**src/design/tpcf_pkg.sv**
```systemverilog
package tpcf_pkg;

   localparam int unsigned DEF_MAX_WIDTH = 1024;
   localparam int unsigned MAX_HEIGHT    = 4096;
   localparam int unsigned WIDTH_W       = 11;
   localparam int unsigned HEIGHT_W      = 13;
   localparam int unsigned CHAN_W        = 8;
   localparam int unsigned PIX_W         = 32;
   localparam int unsigned ASUM_W        = 12;
   localparam int unsigned SUM_W         = 20;
   localparam int unsigned IDX_W         = 4;
   localparam int unsigned CSR_IDX_W     = 2;
   localparam int unsigned CSR_DATA_W    = 13;
   localparam int unsigned ACC_LAST      = 8;
   localparam int unsigned DIV_LAST      = 7;

   localparam logic [CSR_IDX_W-1:0] CSR_IMAGE_WIDTH     = 2'd0;
   localparam logic [CSR_IDX_W-1:0] CSR_IMAGE_HEIGHT    = 2'd1;
   localparam logic [CSR_IDX_W-1:0] CSR_ALPHA_THRESHOLD = 2'd2;

   localparam logic [WIDTH_W-1:0]  RESET_WIDTH  = 11'd1024;
   localparam logic [HEIGHT_W-1:0] RESET_HEIGHT = 13'd1024;

   typedef struct packed {
      logic             latch;
      logic             upd;
      logic             acc;
      logic             div;
      logic             load;
      logic [IDX_W-1:0] idx;
   } tpcf_cmd_type;

   typedef struct packed {
      logic pend_nz;
      logic emit;
      logic out_free;
   } tpcf_status_type;

endpackage

```
**src/design/tpcf_ctrl.sv**
```systemverilog
module tpcf_ctrl import tpcf_pkg::*; (
   input  logic            clock,
   input  logic            reset,
   input  logic            req_valid,
   input  logic            req_is_pixel,
   output logic            req_ready,
   input  tpcf_status_type status,
   output tpcf_cmd_type    cmd
);

   typedef enum logic [2:0] {S_IDLE, S_UPD, S_ACC, S_DIV, S_OUT} state_type;

   state_type        state_ff;
   logic [IDX_W-1:0] idx_ff;
   logic             accept;

   assign req_ready = (state_ff == S_IDLE);
   assign accept    = req_valid && req_ready;

   always_comb begin
      cmd       = '0;
      cmd.latch = accept;
      cmd.upd   = (state_ff == S_UPD);
      cmd.acc   = (state_ff == S_ACC);
      cmd.div   = (state_ff == S_DIV);
      cmd.load  = (state_ff == S_OUT) && status.out_free;
      cmd.idx   = idx_ff;
   end

   always_ff @(posedge clock) begin
      if (reset) begin
         state_ff <= S_IDLE;
         idx_ff   <= '0;
      end else begin
         unique case (state_ff)
            S_IDLE: begin
               idx_ff <= '0;
               if (accept && (status.pend_nz || req_is_pixel)) begin
                  state_ff <= S_UPD;
               end
            end
            S_UPD: begin
               idx_ff   <= '0;
               state_ff <= status.emit ? S_ACC : S_IDLE;
            end
            S_ACC: begin
               if (idx_ff == IDX_W'(ACC_LAST)) begin
                  idx_ff   <= '0;
                  state_ff <= S_DIV;
               end else begin
                  idx_ff <= idx_ff + IDX_W'(1);
               end
            end
            S_DIV: begin
               if (idx_ff == IDX_W'(DIV_LAST)) begin
                  idx_ff   <= '0;
                  state_ff <= S_OUT;
               end else begin
                  idx_ff <= idx_ff + IDX_W'(1);
               end
            end
            S_OUT: begin
               if (status.out_free) begin
                  state_ff <= S_IDLE;
               end
            end
            default: begin
               state_ff <= S_IDLE;
            end
         endcase
      end
   end

endmodule

```
**config.mk**
```make
export PLATFORM = sky130hd
export DESIGN_NAME = tpcf_ctrl
export DESIGN_NICKNAME = d
export VERILOG_FILES = /design/src/design/tpcf_pkg.sv /design/src/design/tpcf_ctrl.sv
export SDC_FILE = /design/constraint.sdc
export NUM_CORES = 1
export LEC_CHECK = 0
export CORE_AREA = 2 2 39 41
export DETAILED_ROUTE_END_ITERATION = 16
export DIE_AREA = 0 0 41 43
export DONT_BUFFER_PORTS = 1
export HOLD_SLACK_MARGIN = 0.15
export PLACE_DENSITY_LB_ADDON = 0.12
export SYNTH_ARGS = -nofsm -noshare
export SYNTH_HDL_FRONTEND = slang
export SYNTH_SLANG_ARGS = --single-unit
```
**constraint.sdc**
```tcl
create_clock -name clock -period 1.3 [get_ports clock]
set_input_delay 0.13 -clock clock [delete_from_list [all_inputs] [get_ports clock]]
set_output_delay 0.13 -clock clock [all_outputs]
set_load 0.02 [all_outputs]
```
Word level (Yosys, flattened, before mapping)
Cells that the tools add are included. Widths: inputs -> output; s select.

Word-level logic and storage cells: 30. Input bits: 7. Register bits: 7. Latch bits: 0. Memories kept: 0. Output and inout bits: 10. RAM bits: 0. Memory bits (read-only): 0.

Multiply operators: 0. Div/mod/pow operators: 0. $add $sub $neg: 1. $lt $le $gt $ge: 0. Bitwise operators: 0. Shifts and indexed selects: 0. Muxes and demuxes: 9. Reductions and logical operators: 8. Equality and inequality tests: 10.

Operators by type and width (count): $pmux 3 s5 (1); $mux 3 (4); $pmux 4 s3 (1); $mux 4 (2); $eq 3x2->1 const B (2); $ne 2x1->1 const B (3); $add 4x1->4 const B (1); $eq 4x3->1 const B (1); $eq 4x4->1 const B (1); $reduce_and 4->1 (1); $eq 3x1->1 const B (1); $eq 3x3->1 const B (1); $logic_and 1x1->1 (3); $logic_not 3->1 (1); $reduce_bool 3->1 (1); $mux 2 (1); $ne 2x2->1 const B (1); $reduce_or 2->1 (1); $logic_or 1x1->1 (1).

Depth between registers and ports, before layout
Gate-level depths: netlist of the first run.

Depth after elaboration: 5. Gate-level depth with buffers: 6. Gate-level depth less buffers: 6.

Worst setup path after synthesis of the first run
OpenSTA, ideal clock, no wires.

Path kind: register to output. From: register state_ff[2]. To: output cmd[8] (netlist name). Required time: 1.170 ns. Slack: -0.357 ns. Buffers on the path: 2. Cell stages (with the launch flop): 5. Arrival time: 1.527 ns. Cell sequence: dfxtp_1 buf_2 nor3_1 and2_1 buf_4.

Cells in the longest elaborated chain, start to end: 2.

RTL lines: start, declared (line tpcf_ctrl.sv:13) `state_type state_ff;`; start signal, assigned (line tpcf_ctrl.sv:44) `state_ff <= status.emit ? S_ACC : S_IDLE;`; $logic_not 3->1 (line tpcf_ctrl.sv:17) `assign req_ready = (state_ff == S_IDLE);`; named net req_ready (line tpcf_ctrl.sv:6) `output logic req_ready,`; $logic_and 1x1->1 (line tpcf_ctrl.sv:18) `assign accept = req_valid && req_ready;`; end, declared (line tpcf_ctrl.sv:8) `output tpcf_cmd_type cmd`.

The timed path passes the listed nets, and every way through them passes these cells.

Worst setup path in the final report of the first run
From: register state_ff[2]. To: register idx_ff[0].

Cells in the longest elaborated chain, start to end: 3. Elaborated cells on any way between the ends: 7. Those cells by class: eq/ne (3); mux (1); reduce/logical (3).

RTL lines: $eq 3x1->1 / $logic_not 3->1 (equally long branches) (line tpcf_ctrl.sv:35) `unique case (state_ff)`; $reduce_or 2->1 (no source line); $pmux 4 s3 / $reduce_bool 3->1 (equally long branches); end signal, assigned (line tpcf_ctrl.sv:51) `idx_ff <= idx_ff + IDX_W'(1);`; end signal, assigned (line tpcf_ctrl.sv:59) `idx_ff <= idx_ff + IDX_W'(1);`; end, declared (line tpcf_ctrl.sv:14) `logic [IDX_W-1:0] idx_ff;`.

Several ways; a longest one is shown, not always the timed one. A chain may end at the register's enable or synchronous reset.

==> results of run 1 <==
-- per-stage QoR --
stage               total power [W]  worst slack (ns)  hold WS [ns]  setup TNS [ns]  instances
floorplan                  0.000381           -0.0899         0.193          -0.142         53
global placement           0.000449           -0.0248         0.197         -0.0617         85
detailed placement         0.000452           -0.0742         0.196          -0.149         85
CTS                        0.000710           -0.0579       -0.0706          -0.145         95
global route               0.000822            -0.161       -0.0814          -0.979         99
finish                     0.000786            -0.108       -0.0718          -0.548         99
-- flip-flops by register name (all words and copies together), names as in the netlist --
signal / flops
idx_ff: 4
state_ff: 3
-- layout make-up --
| cell class | instances | area [sq um] | share of cell area [%] |
|---|---|---|---|
| Clock buffer | 4 | 26.3 | 3.09 |
| Multi-Input combinational cell | 40 | 403 | 47.4 |
| Tap cell | 16 | 20.0 | 2.35 |
| Sequential cell | 7 | 159 | 18.7 |
| Inverter | 3 | 13.8 | 1.62 |
| Timing Repair Buffer | 29 | 229 | 26.9 |
-- layout by cell type, fill, tap and decap left out, types with 2 or more instances in the layout --
cell,n
a21oi_1,2
clkbuf_4,3
ha_4,2
o21ai_0,2
and2_4,2
buf_6,3
nand3b_1,4
buf_4,26
dfxtp_4,5
a21oi_2,2
nand2_1,4
dfxtp_1,2
nor2_1,4
-- cells by family (layout without fill, tap and decap cells) --
logic type,after synthesis,count (layout),synth area share (%)
AOI/OAI and AO/OA,13,13,21.6
DFF,7,7,30.7
buffers and inverters,6,36,6.30
and+or+nand+nor,25,25,35.9
adders and majority gates,2,2,5.48
-- report_power, final --
| part | switching, W | total [W] | internal, W |
|---|---|---|---|
| Combinational | 0.000141 | 0.000317 | 0.000177 |
| Sequential | 0.0000329 | 0.000259 | 0.000226 |
| Clock | 0.0000920 | 0.000210 | 0.000118 |
-- path summary, 6_finish.rpt --
| path | from | end | slack, ns | cells after the start |
|---|---|---|---|---|
| worst max register to register | state_ff[2]$_SDFFE_PP0P_ | idx_ff[0]$_SDFFE_PP0P_ | -0.11 | 6 |
| worst max-delay path | state_ff[2]$_SDFFE_PP0P_ | idx_ff[0]$_SDFFE_PP0P_ | -0.11 | 6 |
| worst min register to register | idx_ff[1]$_SDFFE_PP0P_ | idx_ff[1]$_SDFFE_PP0P_ | 0.58 | 2 |
| worst min-delay path | reset | idx_ff[0]$_SDFFE_PP0P_ | -0.07 | 1 |
-- cell usage after synthesis --
| cell type | n | share of area (%) |
|---|---|---|
| nor3b_4 | 1 | 4.1 |
| buf_4 | 1 | 1.6 |
| dfxtp_1 | 7 | 31 |
| nor3_1 | 1 | 1.1 |
| nor3b_1 | 1 | 1.6 |
| a22oi_1 | 2 | 3.3 |
| o21ai_0 | 2 | 2.2 |
| or2b_1 | 1 | 1.6 |
| nand2_1 | 4 | 3.3 |
| ha_1 | 2 | 5.5 |
| and2_1 | 2 | 2.7 |
| nor2b_1 | 2 | 2.7 |
| a21oi_1 | 4 | 4.4 |
| nor2_1 | 4 | 3.3 |
| and4bb_2 | 1 | 2.7 |
| a32oi_2 | 1 | 3.6 |
| buf_2 | 2 | 2.2 |
| a31oi_1 | 1 | 1.4 |
| nor4b_1 | 1 | 1.9 |
| a2111oi_2 | 1 | 3.3 |
| inv_1 | 3 | 2.5 |
| and2b_1 | 1 | 1.6 |
| or3_1 | 1 | 1.4 |
| o2111ai_1 | 1 | 1.9 |
| nand3b_1 | 4 | 6.6 |
| nand3_1 | 1 | 1.1 |
| a211oi_1 | 1 | 1.6 |
-- metal layers --
layer	vias to the layer above	global-route usage [%]	wire [um]
met2	12	26.3	786
met3	0	5.24	56
li1	252	-	-
met5	-	0	0
met1	271	24.1	704
met4	0	6.00	0
-- repair_timing --
| item | 4_1_cts | 5_1_grt |
|---|---|---|
| setup endpoints to repair | 9 | 9 |
| resized for setup | 14 | 12 |
| buffers inserted | 6 | 4 |
| pin swaps | 6 | 5 |
| endpoints found under the hold margin | 7 | 7 |
-- worst reg2reg max path, stage by stage, from the launching register on --
cell	delay, ns
dfxtp_4	0.35
buf_4	0.14
nor3b_4	0.24
a32oi_4	0.10
buf_4	0.16
buf_4	0.12
a211oi_2	0.21
==> impl_results.md, run 1 <==
- Status: finished, violations left
- Failing checks: hold timing, setup timing
- Clock sinks: 7
- ANT nets after route: 0
- Sequential-to-total area share from yosys stat: 30.7%
- Unique masters post-synth: 27
- CTS tree: done
- GP Congestion: 0.813
- Final net count: 93
- Tot GR Track Use: 17.8%
- Layout fillers: 116
- Slowest stage cell, crit path: dfxtp_4
- Maximum VDD drop: 0.616 mV
- DP Area: 626 sq um
- Dpl hpwl: 912 um
- Layout area overhead: 86.3%
- Syn avg cell area: 8.62 sq um
- Syn Nets: 62
- Fin util: 61.5%
- Remaining DRCs: 0
- # diodes: 0
- Routed WL: 1550 um
- Final setup margin: -0.108 ns
- RSZ-0062 raised after global routing: yes
- Least-Margin Pin Slew: 0.475 ns
- Initial antenna violation count: 0
- Largest net degree at the start of global routing: 10
- Port bufs: 0
- Design area: 851 sq um
- FP Rows: 14
- Hold Crit Class: in -> reg
- Vias/cell: 5.40
- Crit path required time: 1.47 ns
- Clock Tree Root: clkbuf_4
- Die Width: 41 um
- Rel. slew slack: 68.0%
- Die H: 43 um
- First-pass DRT Iterations: 4
- DR vias: 535
- Setup-failing EPs final: 9
- Power Density: 924 mW/mm^2
- Global route overflow: 0
- Num ports: 17
- Die area: 0.00176 sq mm
- Critical Path, Cell by Cell: buf_4 > nor3b_4 > a32oi_4 > buf_4 > buf_4 > a211oi_2
- Critical path type: reg -> reg
- Max capacitance violation total: 0
- Max Slew Vio Count: 0
- Top delay family on crit path: buffers and inverters
- Routed len/inst: 15.6 um
- H-tree depth: 1
- Static Leak: 0.337 nW
- Setup crit start kind: register
- Clock Pin Slew Worst Setup and Hold Paths: 0.06 ns
- Crit. End Element: register
- Tcrit/Tclk final: 108%
- Worst path max stage delay: 0.35 ns
- Core Box Area: 0.00138 sq mm
- Synth Instances: 53
- Iter 0 DRT Violations: 12
- Synth warn: 0
- Inserted Clock Buffers: 3
- Post-Syn Area: 457 sq um
- Final Hold Vio Count: 7
- Worst clock skew: 0.00254 ns
- Cell repeated most along the worst path: buf_4
- Post-layout minimum cycle time: 1.41 ns
- Maximum buffer depth of the clock tree: 2
- Flop and latch count out of synthesis: 7
- Worst hold slack: -0.0718 ns
- First-pass GRT wire length: 2080 um
- Max FO, Critical Path: 4
- Worst-Skew Late Latency: 0.26 ns
- Critical Path AT: 1.57 ns
- Number of global-route vias before repair: 500
- Layout cells sized above 1: 67.5%
- Initial Util: 33.0%
- Buf+Inv Stages, Crit Path: 3
- Fmax: 710 MHz
No activity file was read; power rests on OpenSTA's default activity.
==> run 2: changes to the inputs <==
CTS_BUF_LIST = sky130_fd_sc_hd__clkbuf_8   (was not set)
SLEW_MARGIN = 20   (was not set)
==> run 2 against run 1 <==
Effect of this change: the run still ends with hold timing, setup timing left; flip-flop and latch count did not move; combinational power fell by 18%; critical path depth fell by 1; power rose by 6.5%.
==> impl_results.md, run 2 (same netlist as run 1, synthesis figures left out) <==
- DP Area: 626 sq um
- Hold Startpoint: reset
- ANT nets after route: 0
- Biggest regs: idx_ff x4, state_ff x3
- Routed len/inst: 14.0 um
- Remaining DRCs: 0
- Failing checks: hold timing, setup timing
- Maximum VDD drop: 0.641 mV
- Initial Util: 33.0%
- Comb power frac: 31.1%
- P_sw: 0.000258 W
- Setup tns final: -0.429 ns
- Die Width: 41 um
- Initial antenna violation count: 0
- Switching share of power: 30.8%
- # diodes: 0
- Max capacitance violation total: 0
- First-pass DRT Iterations: 3
- Vias/cell: 5.10
- Core Box Area: 0.00138 sq mm
- Fmax: 697 MHz
- Global route overflow: 0
- Sequential share of power: 31.4%
- Commonest non-fill, non-tap cells in the layout: buf_4, dfxtp_4, nand2_1, nand3b_1, nor2_1
- Critical Path AT: 1.60 ns
- Crit path required time: 1.47 ns
- H-tree depth: 1
- Final setup margin: -0.136 ns
- Worst hold slack: -0.0503 ns
- Iter 0 DRT Violations: 7
- Least-Margin Pin Slew: 0.363 ns
- Status: finished, violations left
- Final Hold Vio Count: 7
- Crit. End Element: register
- Worst clock skew: 0.00244 ns
- Largest register FFs: 4
- CP startpoint: idx_ff[1]$_SDFFE_PP0P_
- Die area: 0.00176 sq mm
- Biggest register: idx_ff
- Worst-Skew Late Latency: 0.23 ns
- CTS tree: done
- Setup crit start kind: register
- Critical path type: reg -> reg
- Max Slew Vio Count: 0
- DR vias: 479
- Layout cells sized above 1: 65.4%
- Design area: 816 sq um
- Fin cells: 94
- Layout area overhead: 78.6%
- Dpl hpwl: 912 um
- GP Congestion: 0.813
- Largest net degree at the start of global routing: 10
- Hold Crit Class: in -> reg
- Clk pwr share: 37.5%
- Final net count: 88
- Leading cell type in the layout, fill and taps excluded: buf_4
- Power Density: 1030 mW/mm^2
- Clock Tree Root: clkbuf_8
- Clock sinks: 7
- Worst path max stage delay: 0.40 ns
- FP Rows: 14
- Post-layout minimum cycle time: 1.44 ns
- Critical Path, Cell by Cell: ha_4 > nand3b_1 > a32oi_4 > or3_4 > a31oi_4
- Tcrit/Tclk final: 110%
- Static Leak: 0.321 nW
- Max FO, Critical Path: 5
- Inserted Clock Buffers: 3
- R2r startpoint: idx_ff[1]$_SDFFE_PP0P_
- Slowest stage cell, crit path: or3_4
- Port bufs: 0
- Tot GR Track Use: 17.8%
- Routed WL: 1320 um
- Maximum buffer depth of the clock tree: 2
- Die H: 43 um
- Setup-failing EPs final: 7
- Clock Pin Slew Worst Setup and Hold Paths: 0.04 ns
- First-pass GRT wire length: 2010 um
- Rel. slew slack: 75.5%
- RSZ-0062 raised after global routing: yes
- Num ports: 17
- Placed cells: 85
- Int Pwr: 0.000579 W
- Number of global-route vias before repair: 454
-- run 2: cell count changes in the layout (fill, tap and decap cells not counted) --
| cell | previous run | this run |
|---|---|---|
| a2111oi_2 | 0 | 1 |
| a2111oi_4 | 1 | 0 |
| a21oi_1 | 2 | 3 |
| a21oi_2 | 2 | 1 |
| and2b_1 | 1 | 0 |
| and2b_2 | 0 | 1 |
| buf_4 | 26 | 22 |
| buf_6 | 3 | 2 |
| clkbuf_1 | 1 | 0 |
| clkbuf_4 | 3 | 0 |
| clkbuf_8 | 0 | 3 |
| inv_1 | 1 | 2 |
| inv_2 | 1 | 0 |
| inv_4 | 1 | 2 |
-- run 2: worst max-delay path, delay by kind of cell (launching register included) --
family          cells  cell delay (ns)
fa+ha+maj           1             0.16
compound gates      2             0.29
flops               1             0.36
simple gates        2             0.55
-- run 2: path summary, 6_finish.rpt --
path	endpoint	slack, ns	cells past startpoint
setup / recovery	idx_ff[3]$_SDFFE_PP0P_	-0.14	5
hold / removal	idx_ff[3]$_SDFFE_PP0P_	-0.05	1
setup reg to reg	idx_ff[3]$_SDFFE_PP0P_	-0.14	5
hold reg to reg	idx_ff[3]$_SDFFE_PP0P_	0.58	2
-- run 2: timing repair --
item | 4_1_cts | 5_1_grt
setup endpoints to repair | 8 | 8
cloned | 0 | 0
gates resized for setup | 16 | 9
pin swaps | 4 | 7
setup buffers | 2 | 3
hold endpoints to repair | 7 | 7
-- run 2: routing by layer --
layer | up-vias | GRT usage (%) | share of wire, %
met5 | - | 0 | 0
met4 | 0 | 10.0 | 2.2
met3 | 2 | 6.81 | 3.5
met2 | 6 | 25.0 | 50
met1 | 229 | 22.5 | 44
li1 | 242 | - | -
-- run 2: per-stage QoR --
stage | util, % | total power [W] | hold slack [ns] | worst slack, ns
after floorplan | - | 0.000381 | 0.193 | -0.0899
after global placement | 45.2 | 0.000449 | 0.197 | -0.0248
after detailed placement | 45.2 | 0.000452 | 0.196 | -0.0742
after CTS | 54.2 | 0.000816 | -0.0536 | -0.0680
after global routing | 59.0 | 0.000879 | -0.0555 | -0.179
final | 59.0 | 0.000837 | -0.0503 | -0.136
-- run 2: cell type report --
type / count / area (sq um)
multi-input cells: 40 / 388
repair buffers: 24 / 188
clock inverters: 1 / 3.75
flip-flops and latches: 7 / 159
inverters: 3 / 16.3
well taps: 16 / 20.0
fillers: 123 / 568
clock buffers: 3 / 41.3
-- run 2: power by group through the flow --
stage	registers [W]	logic, W	clock network (W)
floorplan	0.000247	0.000133	0
global placement	0.000257	0.000192	0
detailed placement	0.000258	0.000194	0
CTS	0.000262	0.000232	0.000322
global route	0.000266	0.000280	0.000333
finish	0.000263	0.000260	0.000314
